===== config.mk =====
export PLATFORM = sky130hd
export DESIGN_NAME = cpab_queue
export DESIGN_NICKNAME = d
export VERILOG_FILES = /design/src/sv/cpab_pkg.sv /design/src/sv/cpab_queue.sv
export SDC_FILE = /design/constraint.sdc
export NUM_CORES = 1
export LEC_CHECK = 0
export ABC_CLOCK_PERIOD_IN_PS = 4300
export BUFFER_PORTS_ARGS = -buffer_cell sky130_fd_sc_hd__buf_2
export CELL_PAD_IN_SITES_DETAIL_PLACEMENT = 0
export CELL_PAD_IN_SITES_GLOBAL_PLACEMENT = 2
export CORE_MARGIN = 2
export CORE_UTILIZATION = 30
export CTS_CLUSTER_DIAMETER = 60
export DETAILED_ROUTE_END_ITERATION = 8
export GPL_TIMING_DRIVEN = 0
export PLACE_DENSITY_LB_ADDON = 0.1
export SYNTH_ARGS = -nofsm -noshare
export SYNTH_HDL_FRONTEND = slang
export SYNTH_SLANG_ARGS = --single-unit
export TNS_END_PERCENT = 1

===== constraint.sdc =====
create_clock -name clk -period 4.3 [get_ports clk]
set_input_delay 0.86 -clock clk [delete_from_list [all_inputs] [get_ports clk]]
set_output_delay 0.86 -clock clk [all_outputs]
set_load 0.02 [all_outputs]

===== src/sv/cpab_pkg.sv =====
package cpab_pkg;

  // Frame store geometry.
  localparam int MAX_WIDTH  = 256;
  localparam int MAX_HEIGHT = 256;
  localparam int DEPTH      = MAX_WIDTH * MAX_HEIGHT;
  localparam int X_W        = (MAX_WIDTH > 1) ? $clog2(MAX_WIDTH) : 1;
  localparam int Y_W        = (MAX_HEIGHT > 1) ? $clog2(MAX_HEIGHT) : 1;
  localparam int ADDR_W     = (DEPTH > 1) ? $clog2(DEPTH) : 1;

  // Field widths.
  localparam int CFG_W   = 9;
  localparam int POS_W   = 16;
  localparam int CH_W    = 8;
  localparam int PIX_W   = 4 * CH_W;
  localparam int APB_AW  = 3;
  localparam int APB_DW  = 32;

  // Command queue between the front and back parts.
  localparam int QUEUE_DEPTH = 2;
  localparam int QPTR_W      = (QUEUE_DEPTH > 1) ? $clog2(QUEUE_DEPTH) : 1;
  localparam int QCNT_W      = $clog2(QUEUE_DEPTH + 1);

  // Access kinds as they arrive on the input.
  localparam logic [1:0] KIND_SET   = 2'd0;
  localparam logic [1:0] KIND_BLEND = 2'd1;
  localparam logic [1:0] KIND_READ  = 2'd2;

  // Register indexes on the configuration port.
  localparam logic REG_WIDTH  = 1'b0;
  localparam logic REG_HEIGHT = 1'b1;

  // Reset value of both size registers.
  localparam logic [CFG_W-1:0] SIZE_RESET = CFG_W'(256);

  // Operation after classification.
  typedef enum logic [1:0] {
    OP_SET,
    OP_BLEND,
    OP_READ,
    OP_CLIP
  } op_t;

  // One queued pixel access.
  typedef struct packed {
    op_t               op;
    logic [ADDR_W-1:0] addr;
    logic [CH_W-1:0]   red;
    logic [CH_W-1:0]   green;
    logic [CH_W-1:0]   blue;
    logic [CH_W-1:0]   alpha;
  } pix_req_t;

  // Back part sequencer.
  typedef enum logic [1:0] {
    ST_IDLE,
    ST_LOOK,
    ST_MIX,
    ST_OUT
  } back_state_t;

  typedef struct packed {
    logic pop;
    logic mem_rd;
    logic update;
    logic show;
  } back_ctl_t;

  // Fast alpha mix of one channel: ((a+1)*s >> 8) + ((256-a)*d >> 8).
  function automatic logic [CH_W-1:0] mix_channel(input logic [CH_W-1:0] a,
                                                  input logic [CH_W-1:0] s,
                                                  input logic [CH_W-1:0] d);
    logic [CH_W:0]     wa;
    logic [CH_W:0]     wd;
    logic [2*CH_W:0]   ps;
    logic [2*CH_W:0]   pd;
    logic [CH_W:0]     sum;
    wa  = {1'b0, a} + (CH_W+1)'(1);
    wd  = (CH_W+1)'(256) - {1'b0, a};
    ps  = (2*CH_W+1)'(wa) * (2*CH_W+1)'(s);
    pd  = (2*CH_W+1)'(wd) * (2*CH_W+1)'(d);
    sum = {1'b0, ps[2*CH_W-1:CH_W]} + {1'b0, pd[2*CH_W-1:CH_W]};
    return sum[CH_W-1:0];
  endfunction

endpackage


===== src/sv/cpab_queue.sv =====
module cpab_queue (
  input  logic                 clk,
  input  logic                 rst,
  input  logic                 push,
  input  cpab_pkg::pix_req_t   push_data,
  output logic                 full,
  input  logic                 pop,
  output cpab_pkg::pix_req_t   head,
  output logic                 empty
);
  import cpab_pkg::*;

  pix_req_t            slots [QUEUE_DEPTH];
  logic [QPTR_W-1:0]   wr_ptr;
  logic [QPTR_W-1:0]   rd_ptr;
  logic [QCNT_W-1:0]   count;

  function automatic logic [QPTR_W-1:0] bump(input logic [QPTR_W-1:0] p);
    return (p == QPTR_W'(QUEUE_DEPTH - 1)) ? '0 : p + QPTR_W'(1);
  endfunction

  assign full  = (count == QCNT_W'(QUEUE_DEPTH));
  assign empty = (count == '0);
  assign head  = slots[rd_ptr];

  // Entry storage.
  always_ff @(posedge clk) begin
    if (push) begin
      slots[wr_ptr] <= push_data;
    end
  end

  // Pointers and fill count.
  always_ff @(posedge clk) begin
    if (rst) begin
      wr_ptr <= '0;
      rd_ptr <= '0;
      count  <= '0;
    end else begin
      if (push) begin
        wr_ptr <= bump(wr_ptr);
      end
      if (pop) begin
        rd_ptr <= bump(rd_ptr);
      end
      case ({push, pop})
        2'b10:   count <= count + QCNT_W'(1);
        2'b01:   count <= count - QCNT_W'(1);
        default: count <= count;
      endcase
    end
  end

endmodule


==> summary.md <==
| Metric | Value |
|---|---|
| Synth Area in Compound Gates | 0.263% |
| Sequential power share | 52.9% |
| Unrepaired setup endpoints after global routing | false |
| Initial antenna violation count | 0 |
| Largest net degree at the start of global routing | 31 |
| Switch Pwr | 0.519 mW |
| Worst-Margin Slew | 0.758 ns |
| Hold Path Class | reg2reg |
| Adder-cell share of the synthesized area | 0.329% |
| Final hold viol count | 0 |
| Initial drt markers | between 50 and 60 |
| Combinational power share | 13.0% |
| DR WL met2 | 3.32 mm |
| Synthesized instance count | 178 |
| Overall routed net length | 7.08 mm |
| Port Buffers | 105 |
| Placed inst area | 4590 sq um |
| CP dominant cell by count | buf_2 |
| Power density over cell area | 468 nW/um^2 |
| Sequential element share of the synthesized area | 81.7% |
| Ant. Diodes | 0 |
| First-pass GRT wire length | 10.4 mm |
| Fillcell total | 1219 |
| Fin area | about 5000 sq um |
| Final Skew | 0.00497 ns |
| CP arrival | 1.74 ns |
| Vias in the first global route | between 2000 and 2500 |
| Drt wl/cell | 15.0 um |
| Cell taking the most area after synthesis | edfxtp_1 |
| Syn Nets | 233 |
| Maximum clock frequency | around 380 MHz |
| Setup ws final | 1.70 ns |
| Insertion delay to the later sink of the worst-skew pair | ~0.34 ns |
| Drt pass-1 iters | 4 |
| Core area | 12500 sq um |
| CP peak stage delay | 0.38 ns |
| Unique masters post-synth | 15 |
| Slew margin rel. | 49.4% |
| Post-synthesis simple-gate area fraction | 1.15% |
| Nets | 351 |
| Clock root cell | clkbuf_16 |
| Clock power frac | 34.1% |
| Setup violations, final | 0 |
| Clk slew on worst S/H paths | 0.06 ns |
| GP Congestion | ~0.64 |
| Worst reg2reg path depth | 2 |
| DP Worst Slack | between 1.5 and 2 ns |
| Via count | 1960 |
| Peak supply drop | 0.000227 V |
| Sink Count | 105 |
| Post-Syn Area per Cell | around 21 sq um |
| Worst Path Required | 3.44 ns |
| Mux share of post-synthesis cell area | between 10% and 20% |
| Maxcap violations | 0 |
| Area share of the largest cell type after synthesis | around 80% |
| I/O pin count | about 110 |
| CP Launch Type | flip-flop |
| Top sig layer | met4 |
| TritonCTS clock tree | yes |
| Met1 Routed Length | between 3 and 4 mm |
| Yosys reg bits | 105 |
| Crit-path slowest cell | mux2_2 |
| Area growth, synth to finish | 28.2% |
| YS warnings | 0 |
| Cts bufs inserted | 9 |
| Cell row count | 41 |
| HPWL after detailed placement | 4.71 mm |
| Antenna Nets Post-Route | 0 |
| Die Y | 117 um |
| Synth Cell Area | ~3800 sq um |
| Total Negative Setup Slacks | 0 ns |
| Hold Buf Count CTS | 0 |
| Full die area | 13600 sq um |
| GRT Total Usage | 10.8% |
| Number of remaining DRC errors | 0 |
| Post-Synth XOR/XNOR Area | 0.922% |
| Top post-synthesis cells by area | edfxtp_1, mux2_2, dfxtp_1 |
| Largest family of logic cells by synthesized area | multiplexers |
| Period utilization | 60.6% |
| Count of pins over their slew limit | 0 |
| Crit. End Element | output port |
| Status | complete, no violations |
| Vias per cell | 4.14 |
| Int Power | 1.76 mW |
| Leakage | around 1.8 nW |
| Post-CTS sizing | 0 |
| Crit Path Category | reg2out |
| CP max FO | 10 |
| Remaining Overflow, GRT | 0 |
| Starting density of the core | 30.4% |
| Die width | 117 um |
| H-Tree Depth | 3 |
| WL met3 | 544 um |
| Postcts setup bufs | 0 |
| Layout cells sized above 1 | 58.8% |
| Longest Clk Path Bufs | 2 |
| Fin crit period | 2.60 ns |
| Switch share | 22.8% |
| Hold Crit Depth | 2 |
| Cell Chain, Critical Path | clkbuf_1, buf_2, mux2_2, buf_2 |
[final cells by class]
cell class	instances	area (sq um)	area share, %
Buffer	6	28.8	0.591
Clock buffer	12	236	4.86
Clock inverter	4	43.8	0.899
Inverter	1	3.75	0.0771
Multi-Input combinational cell	66	673	13.8
Sequential cell	105	3100	63.7
Tap cell	172	215	4.42
Timing Repair Buffer	107	566	11.6
[layout by cell type (no fill, tap or decap)]
cell type / instances
clkinv_2: 2
xnor2_1: 3
clkbuf_1: 4
nor2_4: 1
or3_1: 1
o21ai_0: 1
buf_2: 110
clkinv_1: 1
and2_2: 1
xor2_1: 1
dfxtp_1: 5
inv_1: 1
buf_12: 2
clkbuf_16: 9
edfxtp_1: 100
bufinv_16: 1
ha_1: 1
a21oi_1: 1
and2b_2: 1
mux2_2: 50
nor2_1: 5
[cells by family after synthesis]
| logic type | Yosys count |
|---|---|
| flip-flops | 105 |
| AND/OR/NAND/NOR | 9 |
| buffers and inverters | 7 |
| AO/OA/AOI/OAI | 2 |
| adder cells (fa/ha/maj) | 1 |
| multiplexers | 50 |
| XOR/XNOR | 4 |
[metrics by stage]
| stage | utilization, % | hold WS (ns) | power (mW) | std cells |
|---|---|---|---|---|
| after floorplan | - | 0.461 | 1.41 | 178 |
| after global placement | 36.3 | 0.491 | 1.53 | 455 |
| after detailed placement | 36.7 | 0.504 | 1.53 | 457 |
| after CTS | 38.9 | 0.517 | 2.32 | 473 |
| after global routing | 38.9 | 0.543 | 2.38 | 473 |
| final | 38.9 | 0.507 | 2.28 | 473 |
[final timing paths]
path	startpoint	end	slack (ns)
worst max register to register	wr_ptr	slots[0][24]	2.73
worst min register to register	count[1]	count[1]	0.51
worst min-delay path	count[1]	count[1]	0.51
worst max-delay path	flip-flop	head[37]	1.70
[metal layers]
metal	GRT usage (%)	vias up
li1	-	930
met1	12.3	953
met2	16.8	65
met3	4.77	12
met4	6.35	0
met5	0	-
[Yosys cell counts, drive strengths merged]
master	instances
o21ai	1
and2	1
buf	5
clkbuf	1
nor2	6
ha	1
inv	1
xnor2	3
and2b	1
a21oi	1
xor2	1
dfxtp	5
mux2	50
edfxtp	100
or3	1
[state kept, by name (all words and copies together), names as in the netlist, named ones only]
signal / flops
slots: 100
rd_ptr: 1
wr_ptr: 1
count: 2
[power groups by stage]
stage	registers [mW]	logic, mW	clock network (mW)
5_1_grt	1.21	0.324	0.849
6_report	1.21	0.297	0.777
3_5_place_dp	1.23	0.304	0
3_3_place_gp	1.23	0.296	0
2_1_floorplan	1.23	0.186	0
4_1_cts	1.21	0.306	0.812
[worst max-delay path: cells and delay by family (launching register included)]
kind	cells	cell delay [ns]
buffers and inverters	3	0.72
DFF	1	0.30
muxes	1	0.38
Power figures use the tool's default switching activity.
