`src/sv/cpab_pkg.sv`:
```
package cpab_pkg;

  // Frame store geometry.
  localparam int MAX_WIDTH  = 256;
  localparam int MAX_HEIGHT = 256;
  localparam int DEPTH      = MAX_WIDTH * MAX_HEIGHT;
  localparam int X_W        = (MAX_WIDTH > 1) ? $clog2(MAX_WIDTH) : 1;
  localparam int Y_W        = (MAX_HEIGHT > 1) ? $clog2(MAX_HEIGHT) : 1;
  localparam int ADDR_W     = (DEPTH > 1) ? $clog2(DEPTH) : 1;

  // Field widths.
  localparam int CFG_W   = 9;
  localparam int POS_W   = 16;
  localparam int CH_W    = 8;
  localparam int PIX_W   = 4 * CH_W;
  localparam int APB_AW  = 3;
  localparam int APB_DW  = 32;

  // Command queue between the front and back parts.
  localparam int QUEUE_DEPTH = 2;
  localparam int QPTR_W      = (QUEUE_DEPTH > 1) ? $clog2(QUEUE_DEPTH) : 1;
  localparam int QCNT_W      = $clog2(QUEUE_DEPTH + 1);

  // Access kinds as they arrive on the input.
  localparam logic [1:0] KIND_SET   = 2'd0;
  localparam logic [1:0] KIND_BLEND = 2'd1;
  localparam logic [1:0] KIND_READ  = 2'd2;

  // Register indexes on the configuration port.
  localparam logic REG_WIDTH  = 1'b0;
  localparam logic REG_HEIGHT = 1'b1;

  // Reset value of both size registers.
  localparam logic [CFG_W-1:0] SIZE_RESET = CFG_W'(256);

  // Operation after classification.
  typedef enum logic [1:0] {
    OP_SET,
    OP_BLEND,
    OP_READ,
    OP_CLIP
  } op_t;

  // One queued pixel access.
  typedef struct packed {
    op_t               op;
    logic [ADDR_W-1:0] addr;
    logic [CH_W-1:0]   red;
    logic [CH_W-1:0]   green;
    logic [CH_W-1:0]   blue;
    logic [CH_W-1:0]   alpha;
  } pix_req_t;

  // Back part sequencer.
  typedef enum logic [1:0] {
    ST_IDLE,
    ST_LOOK,
    ST_MIX,
    ST_OUT
  } back_state_t;

  typedef struct packed {
    logic pop;
    logic mem_rd;
    logic update;
    logic show;
  } back_ctl_t;

  // Fast alpha mix of one channel: ((a+1)*s >> 8) + ((256-a)*d >> 8).
  function automatic logic [CH_W-1:0] mix_channel(input logic [CH_W-1:0] a,
                                                  input logic [CH_W-1:0] s,
                                                  input logic [CH_W-1:0] d);
    logic [CH_W:0]     wa;
    logic [CH_W:0]     wd;
    logic [2*CH_W:0]   ps;
    logic [2*CH_W:0]   pd;
    logic [CH_W:0]     sum;
    wa  = {1'b0, a} + (CH_W+1)'(1);
    wd  = (CH_W+1)'(256) - {1'b0, a};
    ps  = (2*CH_W+1)'(wa) * (2*CH_W+1)'(s);
    pd  = (2*CH_W+1)'(wd) * (2*CH_W+1)'(d);
    sum = {1'b0, ps[2*CH_W-1:CH_W]} + {1'b0, pd[2*CH_W-1:CH_W]};
    return sum[CH_W-1:0];
  endfunction

endpackage

```
`src/sv/cpab_front.sv`:
```
module cpab_front (
  input  logic [1:0]                      kind,
  input  logic [15:0]                     pos_x,
  input  logic [15:0]                     pos_y,
  input  logic [7:0]                      src_red,
  input  logic [7:0]                      src_green,
  input  logic [7:0]                      src_blue,
  input  logic [7:0]                      src_alpha,
  input  logic [8:0]                      screen_width,
  input  logic [8:0]                      screen_height,
  output cpab_pkg::pix_req_t              req
);
  import cpab_pkg::*;

  logic [CFG_W-1:0]         w_eff;
  logic [CFG_W-1:0]         h_eff;
  logic                     outside;
  logic [Y_W+CFG_W-1:0]     row_base;
  logic [Y_W+CFG_W:0]       addr_sum;

  // Sizes above the store act as the store size.
  assign w_eff = (32'(screen_width) > 32'(MAX_WIDTH)) ? CFG_W'(MAX_WIDTH) : screen_width;
  assign h_eff = (32'(screen_height) > 32'(MAX_HEIGHT)) ? CFG_W'(MAX_HEIGHT) : screen_height;

  // Clip test; a zero size clips everything.
  assign outside = (pos_x >= POS_W'(w_eff)) || (pos_y >= POS_W'(h_eff));

  // Linear address y * width + x. Only the low bits matter inside the window.
  assign row_base = (Y_W+CFG_W)'(pos_y[Y_W-1:0]) * (Y_W+CFG_W)'(w_eff);
  assign addr_sum = (Y_W+CFG_W+1)'(row_base) + (Y_W+CFG_W+1)'(pos_x[X_W-1:0]);

  // Classify the access. The unused kind behaves as a read.
  always_comb begin
    req.addr  = ADDR_W'(addr_sum);
    req.red   = src_red;
    req.green = src_green;
    req.blue  = src_blue;
    req.alpha = src_alpha;
    if (outside) begin
      req.op = OP_CLIP;
    end else begin
      case (kind)
        KIND_SET:   req.op = OP_SET;
        KIND_BLEND: req.op = OP_BLEND;
        KIND_READ:  req.op = OP_READ;
        default:    req.op = OP_READ;
      endcase
    end
  end

endmodule

```
`config.mk`:
```
export PLATFORM = sky130hd
export DESIGN_NAME = cpab_front
export DESIGN_NICKNAME = d
export VERILOG_FILES = /design/src/sv/cpab_pkg.sv /design/src/sv/cpab_front.sv
export SDC_FILE = /design/constraint.sdc
export NUM_CORES = 1
export LEC_CHECK = 0
export BUFFER_PORTS_ARGS = -buffer_cell sky130_fd_sc_hd__buf_2
export CAP_MARGIN = 20
export CORE_MARGIN = 8
export CORE_UTILIZATION = 52
export DETAILED_ROUTE_END_ITERATION = 10
export GPL_TIMING_DRIVEN = 0
export PLACE_DENSITY = 0.85
export SLEW_MARGIN = 20
export SYNTH_ARGS = -nofsm -noshare
export SYNTH_HDL_FRONTEND = slang
export SYNTH_SLANG_ARGS = --single-unit
```
`constraint.sdc`:
```
create_clock -name vclk -period 7.6
set_clock_uncertainty 0.1 [all_clocks]
set_input_delay 1.52 -clock vclk [all_inputs]
set_output_delay 1.52 -clock vclk [all_outputs]
set_load 0.02 [all_outputs]
```
==> flow_summary.ini, run 1 <==
[outcome]
run_status = complete, no violations

[die]
die_area_um2 = 9230
initial_core_util_pct = 53.12
die_w_um = 96.08
ios = 134
core_area_um2 = 6277
num_rows = 29
die-height_um = 96.08

[power_and_ir_drop]
p_int_uw = 236.2
switching_share_pct = 59.08
seq_power_share_pct = 0
pwr_density_cell_nw_per_um2 = 143.3
p_leak_uw = 0.002342
power.switching_uw = 341.1
combPwrFrac_pct = 100.0
power.clock.fraction_pct = 0
ir_drop_mv = 0.1732

[sta]
holdWs_ns = 3.159
slew_headroom_pct = 70.31
clock.fmax_mhz = 135.4
worst_slack_ns = 0.2128
rsz0062_at_grt = no
fin_crit_sh_pct = 97.20
finalSetupViolCount = 0
slew_viol_final = 0
final-hold-violation-count = 0
min_period_ns = 7.387
worst_pin_slew_ns = 0.4413
tns_ns = 0

[synthesis]
synth_top_area_share_pct = 29.42
synth_nets = 600
ys_seq_area_share_pct = 0
avgSynthCellArea_um2 = 8.074
syn_area_um2 = 3334
yosysTopAreaCell = fa_1
synth_most_common_cell = inv_1
synth_cells = 413
synthTopCellsByArea = fa_1 29%, ha_1 20%, inv_1 10%
synth_top_cells_by_count = 93 x inv_1, 54 x ha_1, 49 x fa_1
synth_cell_type_count = 37
ys_warn_count = 0

[cells_and_area]
design.seq.count = 0
area.growth.synth_to_final_pct = 20.83
regArea_um2 = 0
fin_area_um2 = 4029
fin_nets = 707
drive_gt1_share_pct = 30.50
antenna_cells = 0
clockBufferCount = 0

[global_route]
grt_max_degree = 11
track_usage_pct = 17.35
grt-ovfl-total = 0
grt_pass1_vias = 3188
antenna_found_initial = 0
grt_pass1_wl_um = 13470

[drt]
routed_via_density = 4.988
drc_errors = 0
vias = 2968
wl_per_cell_um = 13.69
wl_um = 8145
drtPass1Iterations = 4
drtIter0Drc = 172
final_antenna_net_count = 0

[worst_setup_path]
critical_path_required_ns = 5.98
crit_path_start_kind = primary input
arrival_ns = 5.77
worst-path-max-fanout = 10
endpoint_kind = output pin
critPathKind = primary input to output pin

[place]
dpl_cell_area_um2 = 3936
dp_hpwl_um = 7276
dp_slack_ns = -0.3885
io_buffers = 101
place.gp.congestion = 0.8401

[worst_hold_path]
min_path_cells = 2
hp-start = src_blue[6]
whs_endpoint = req[14]
hold_path_class = primary input to output pin

[job]
maxCapViolCount = 0
[per-stage QoR]
stage,utilization (%),instances,power (uW)
final,64.18,595,577.3
after CTS,63.38,593,569.2
after global routing,64.18,595,652.6
after global placement,62.71,591,547.0
after floorplan,-,413,415.0
after detailed placement,62.71,591,562.7
[cells in the final DEF (no fill, tap or decap), drive strengths merged, types with 7 or more instances in the layout]
cell type / synthesis / layout
nor2b: 9 / 9
and2: 44 / 44
buf: 33 / 141
inv: 93 / 93
xnor2: 12 / 12
ha: 54 / 54
a21o: 8 / 8
a21oi: 11 / 11
nand2: 39 / 39
fa: 49 / 49
clkbuf: 10 / 7
[power by group through the flow]
stage | clock network, uW | logic, uW | registers (uW)
global placement | 0 | 547 | 0
global route | 0 | 653 | 0
CTS | 0 | 569 | 0
detailed placement | 0 | 563 | 0
floorplan | 0 | 415 | 0
finish | 0 | 577 | 0
[how the worst max path moves through the flow]
stage / slack, ns / startpoint / cells past startpoint / endpoint
after floorplan: 0.24 / screen_width[8] / 17 / req[44]
final: 0.21 / screen_width[8] / 16 / req[46]
after global placement: -0.31 / screen_width[8] / 18 / req[47]
after detailed placement: -0.39 / screen_width[8] / 18 / req[47]
after CTS: 0.03 / screen_width[8] / 19 / req[47]
after global routing: 0.004 / screen_width[8] / 19 / req[47]
[final cells by class]
cell class | instances | area [um2]
fillers | 536 | 2248
plain buffers | 42 | 295.3
well taps | 77 | 96.34
repair buffers | 106 | 543.0
inverters | 94 | 352.8
multi-input cells | 276 | 2741
[per-layer routing]
metal,vias up,global-route usage (%),part of all wire [%]
li1,1464,-,-
met1,1421,21.14,40
met2,77,32.41,54
met3,6,2.028,5.1
met4,0,2.177,0.74
met5,-,0,0
[kinds of logic after synthesis]
| logic type | count (synthesis) | synth area share, % |
|---|---|---|
| fa+ha+maj | 103 | 49.68 |
| compound gates | 40 | 8.218 |
| simple gates | 119 | 19.40 |
| buf+inv | 137 | 19.02 |
| xor+xnor | 14 | 3.677 |
[what timing repair did]
| item | 4_1_cts | 5_1_grt |
|---|---|---|
| buffers inserted | 2 | 3 |
| pin swaps | 0 | 1 |
| cloned | 0 | 0 |
| hold buffers | 0 | 0 |
| resized for setup | 10 | 18 |
| setup endpoints to repair | 6 | 5 |
[worst max-delay path: stages]
cell	delay, ns
buf_2	0.15
buf_6	0.15
nor2b_4	0.20
buf_4	0.15
and2_1	0.15
fa_1	0.43
fa_1	0.54
fa_1	0.52
fa_1	0.44
ha_2	0.33
a21o_1	0.22
a21o_1	0.18
a221o_1	0.33
nor2_1	0.14
xnor2_1	0.13
buf_2	0.18
No activity file was read; power rests on OpenSTA's default activity.
==> run 2, diff against run 1 <==
--- a/config.mk
+++ b/config.mk
@@ -5,7 +5,7 @@
 export SDC_FILE = /design/constraint.sdc
 export NUM_CORES = 1
 export LEC_CHECK = 0
-export BUFFER_PORTS_ARGS = -buffer_cell sky130_fd_sc_hd__buf_2
+export BUFFER_PORTS_ARGS = -buffer_cell sky130_fd_sc_hd__buf_4
 export CAP_MARGIN = 20
 export CORE_MARGIN = 8
 export CORE_UTILIZATION = 52
==> run 2 against run 1 <==
  * Maximum frequency down 0.31%
  * Non-clock buffer count down 3
  * Die area unchanged
  * Hold slack worse by 0.021 ns
  * Core utilization up 3.7 points
  * Count of clock-buffer cells in the layout unchanged
  * Global-route usage up 0.44 points
  * First-iteration DRC count down 44%
==> flow_summary.ini, run 2 (synthesis results as in run 1) <==
[place]
place.gp.congestion = 0.8285
dp_hpwl_um = 7564
io_buffers = 101

[die]
ios = 134
initial_core_util_pct = 53.12
die_w_um = 96.08
num_rows = 29
core_area_um2 = 6277
die_area_um2 = 9230
die-height_um = 96.08

[power_and_ir_drop]
pwr_density_cell_nw_per_um2 = 146.9
ir_drop_mv = 0.2368
p_leak_uw = 0.002416
p_total_uw = 626.4

[worst_setup_path]
critical_path.top_delay_family = adder cells
crit_slowest_cell = fa_1
worst-path-max-fanout = 11
crit_path_start_kind = primary input
critPathBufInv = 4
worstSetupStartpoint = screen_width[8]
path_common_cell = fa_1
arrival_ns = 5.79
critical_path_required_ns = 5.98
slowest_delay_ns = 0.54
path_cells = buf_4 > buf_6 > nor2b_4 > and2_1 > fa_1 > fa_1 > fa_1 > fa_1 > ha_1 > clkbuf_1 > and4_2 > a221o_1 > nor2_1 > xnor2_1 > buf_4
critPathKind = primary input to output pin
endpoint_kind = output pin

[worst_hold_path]
hp-start = src_alpha[0]
hold_path_class = primary input to output pin

[drt]
routed_via_density = 5.099
drc_errors = 0
wl_um = 8575
drtIter0Drc = 97
final_antenna_net_count = 0
wl_met2_um = 4752
highest_layer = met4
vias = 3024
route.met3.wl_um = 474
drtPass1Iterations = 4
met1_length_um = 3261
wl_per_cell_um = 14.46

[cells_and_area]
layout_common_cells = 135 x buf_4, 93 x inv_1, 52 x ha_1, 49 x fa_1, 44 x and2_1
fin_util_pct = 67.93
design.seq.count = 0
antenna_cells = 0
final_common_cell = buf_4
clockBufferCount = 0
drive_gt1_share_pct = 29.84
fillers = 519
area.growth.synth_to_final_pct = 27.88
regArea_um2 = 0
fin_nets = 705

[sta]
slew_headroom_pct = 73.24
clock.fmax_mhz = 135.0
tns_ns = 0
slew_viol_final = 0
min_period_ns = 7.410
rsz0062_at_grt = no
final-hold-violation-count = 0
finalSetupViolCount = 0
worst_pin_slew_ns = 0.4014
fin_crit_sh_pct = 97.50

[global_route]
grt-ovfl-total = 0
antenna_found_initial = 0
grt_max_degree = 11
grt_pass1_wl_um = 13610
grt_pass1_vias = 3152
track_usage_pct = 17.79

[job]
maxCapViolCount = 0

[clocking]
postCtsHoldBufs = 0

[outcome]
run_status = complete, no violations
run 2: final cells by class:
cell class | count | area [um2] | share of cell area, %
multi-input combinational | 277 | 2748 | 64.44
timing repair buffer | 102 | 765.7 | 17.96
inverter | 94 | 352.8 | 8.275
buffer | 43 | 301.5 | 7.072
tap | 77 | 96.34 | 2.259
run 2: power breakdown:
| part | leakage (uW) | switching, uW | internal, uW |
|---|---|---|---|
| registers | 0 | 0 | 0 |
| clock network | 0 | 0 | 0 |
| logic | 0.00242 | 349 | 277 |
| total | 0.00242 | 349 | 277 |
run 2: path summary, 6_finish.rpt:
kind                  end  slack (ns)  cells past startpoint
hold / removal     req[0]        3.14                      2
setup / recovery  req[46]        0.19                     15
run 2: repair_timing:
action,4_1_cts,5_1_grt
gates cloned,0,1
setup endpoints to repair,6,5
pin swaps,0,2
resized for setup,8,22
setup buffers,0,1
run 2: stage by stage:
step           instances  setup WS (ns)  cell area, um2  hold slack, ns
6_report             593         0.1902            4264           3.138
5_1_grt              593       0.001295            4264           3.141
4_1_cts              591       0.001375            4210           3.140
3_5_place_dp         591        -0.3769            4189           3.140
3_3_place_gp         591        -0.3004            4189           3.139
2_1_floorplan        413         0.2435            3334           3.053
run 2: routing by layer:
metal | vias up | track usage (%)
met5 | - | 0
met4 | 0 | 1.921
met3 | 8 | 2.262
met2 | 86 | 34.05
met1 | 1474 | 21.02
li1 | 1456 | -
==> run 3, diff against run 2 <==
--- a/config.mk
+++ b/config.mk
@@ -12,6 +12,7 @@
 export DETAILED_ROUTE_END_ITERATION = 10
 export GPL_TIMING_DRIVEN = 0
 export PLACE_DENSITY = 0.85
+export REMOVE_ABC_BUFFERS = 1
 export SLEW_MARGIN = 20
 export SYNTH_ARGS = -nofsm -noshare
 export SYNTH_HDL_FRONTEND = slang
==> run 3 against run 2 <==
  * Critical path depth unchanged
  * Die area unchanged
  * Wire length up 4.2%
  * Sequential share of layout area unchanged
  * Largest power group unchanged
==> flow_summary.ini, run 3 (synthesis results as in run 1) <==
[clocking]
postCtsHoldBufs = 0

[die]
die_area_um2 = 9230
die_w_um = 96.08
core_area_um2 = 6277
num_rows = 29
ios = 134
initial_core_util_pct = 53.12
die-height_um = 96.08

[cells_and_area]
fillers = 539
drive_gt1_share_pct = 20.54
clockBufferCount = 0
design.seq.count = 0
layout_common_cells = 93 x inv_1, 77 x buf_4, 54 x ha_1, 49 x fa_1, 44 x and2_1
antenna_cells = 0
regArea_um2 = 0
area.growth.synth_to_final_pct = 14.18
fin_area_um2 = 3807
fin_nets = 637
final_common_cell = inv_1
final_cells = 525

[sta]
finalSetupViolCount = 0
min_period_ns = 7.398
slew_viol_final = 0
final-hold-violation-count = 0
holdWs_ns = 2.940
worst_slack_ns = 0.2021
clock.fmax_mhz = 135.2
fin_crit_sh_pct = 97.34
slew_headroom_pct = 77.04
worst_pin_slew_ns = 0.3413

[worst_setup_path]
worstSetupStartpoint = screen_width[8]
worst-path-max-fanout = 16
crit_path_start_kind = primary input
critical_path_required_ns = 5.98
endpoint_kind = output pin
critPathKind = primary input to output pin
arrival_ns = 5.78

[job]
maxCapViolCount = 0

[drt]
routed_via_density = 5.310
wl_per_cell_um = 17.02
drtPass1Iterations = 4
final_antenna_net_count = 0
drtIter0Drc = 102
vias = 2788
drc_errors = 0
wl_um = 8937

[place]
place.gp.congestion = 0.8281
io_buffers = 70
dp_slack_ns = -0.2044
dpl_cell_area_um2 = 3675
place_inst = 517
dp_hpwl_um = 7453

[global_route]
grt_pass1_wl_um = 13920
grt-ovfl-total = 0
track_usage_pct = 18.97
antenna_found_initial = 0
grt_max_degree = 17
grt_pass1_vias = 2927

[power_and_ir_drop]
ir_drop_mv = 0.1882
pwr_density_cell_nw_per_um2 = 153.5
p_leak_uw = 0.002143

[worst_hold_path]
hp-start = src_blue[1]
hold_path_class = primary input to output pin

[outcome]
run_status = complete, no violations
run 3: cell count changes in the layout (fill, tap and decap cells not counted), sizes merged:
cell,change
buf,-59
clkbuf,-8
nor2b,-1
run 3: worst max-delay path: stages:
cell	delay, ns
buf_6	0.21
nor2b_4	0.10
buf_4	0.16
and2_1	0.17
fa_1	0.52
fa_1	0.53
fa_1	0.53
fa_1	0.43
ha_1	0.39
a21o_1	0.24
a21o_1	0.19
a221o_1	0.33
nor2_1	0.13
xnor2_1	0.14
buf_4	0.17
run 3: final timing paths:
path | slack, ns | end | cells past startpoint
worst max-delay path | 0.20 | req[46] | 15
worst min-delay path | 2.94 | req[9] | 0
run 3: what timing repair did:
action | 4_1_cts | 5_1_grt
endpoints found under the setup margin | 5 | 6
buffers inserted | 0 | 8
gates resized for setup | 12 | 8
run 3: cell type report:
cell class,instances,area (um2),area share (%)
inverter,94,352.8,9.267
multi-input combinational,276,2769,72.72
tap,77,96.34,2.530
timing repair buffer,78,589.3,15.48
run 3: per-layer routing:
metal	share of wire [%]	vias up	global-route usage, %
met5	0.43	-	3.889
met4	0.45	2	2.305
met3	8.4	6	5.772
met2	50	97	30.76
met1	40	1363	24.53
li1	-	1320	-
run 3: metrics by stage:
stage | power [uW] | util [%] | setup TNS, ns
floorplan | 387.5 | - | 0
global placement | 557.4 | 58.54 | -0.4608
detailed placement | 576.7 | 58.54 | -0.8411
CTS | 581.8 | 59.18 | 0
global route | 650.5 | 60.65 | -0.005940
finish | 584.4 | 60.65 | 0
run 3: power breakdown:
group          leakage (uW)  internal (uW)  switching, uW
Combinational       0.00214            256            328
Clock                     0              0              0
Sequential                0              0              0
Total               0.00214            256            328
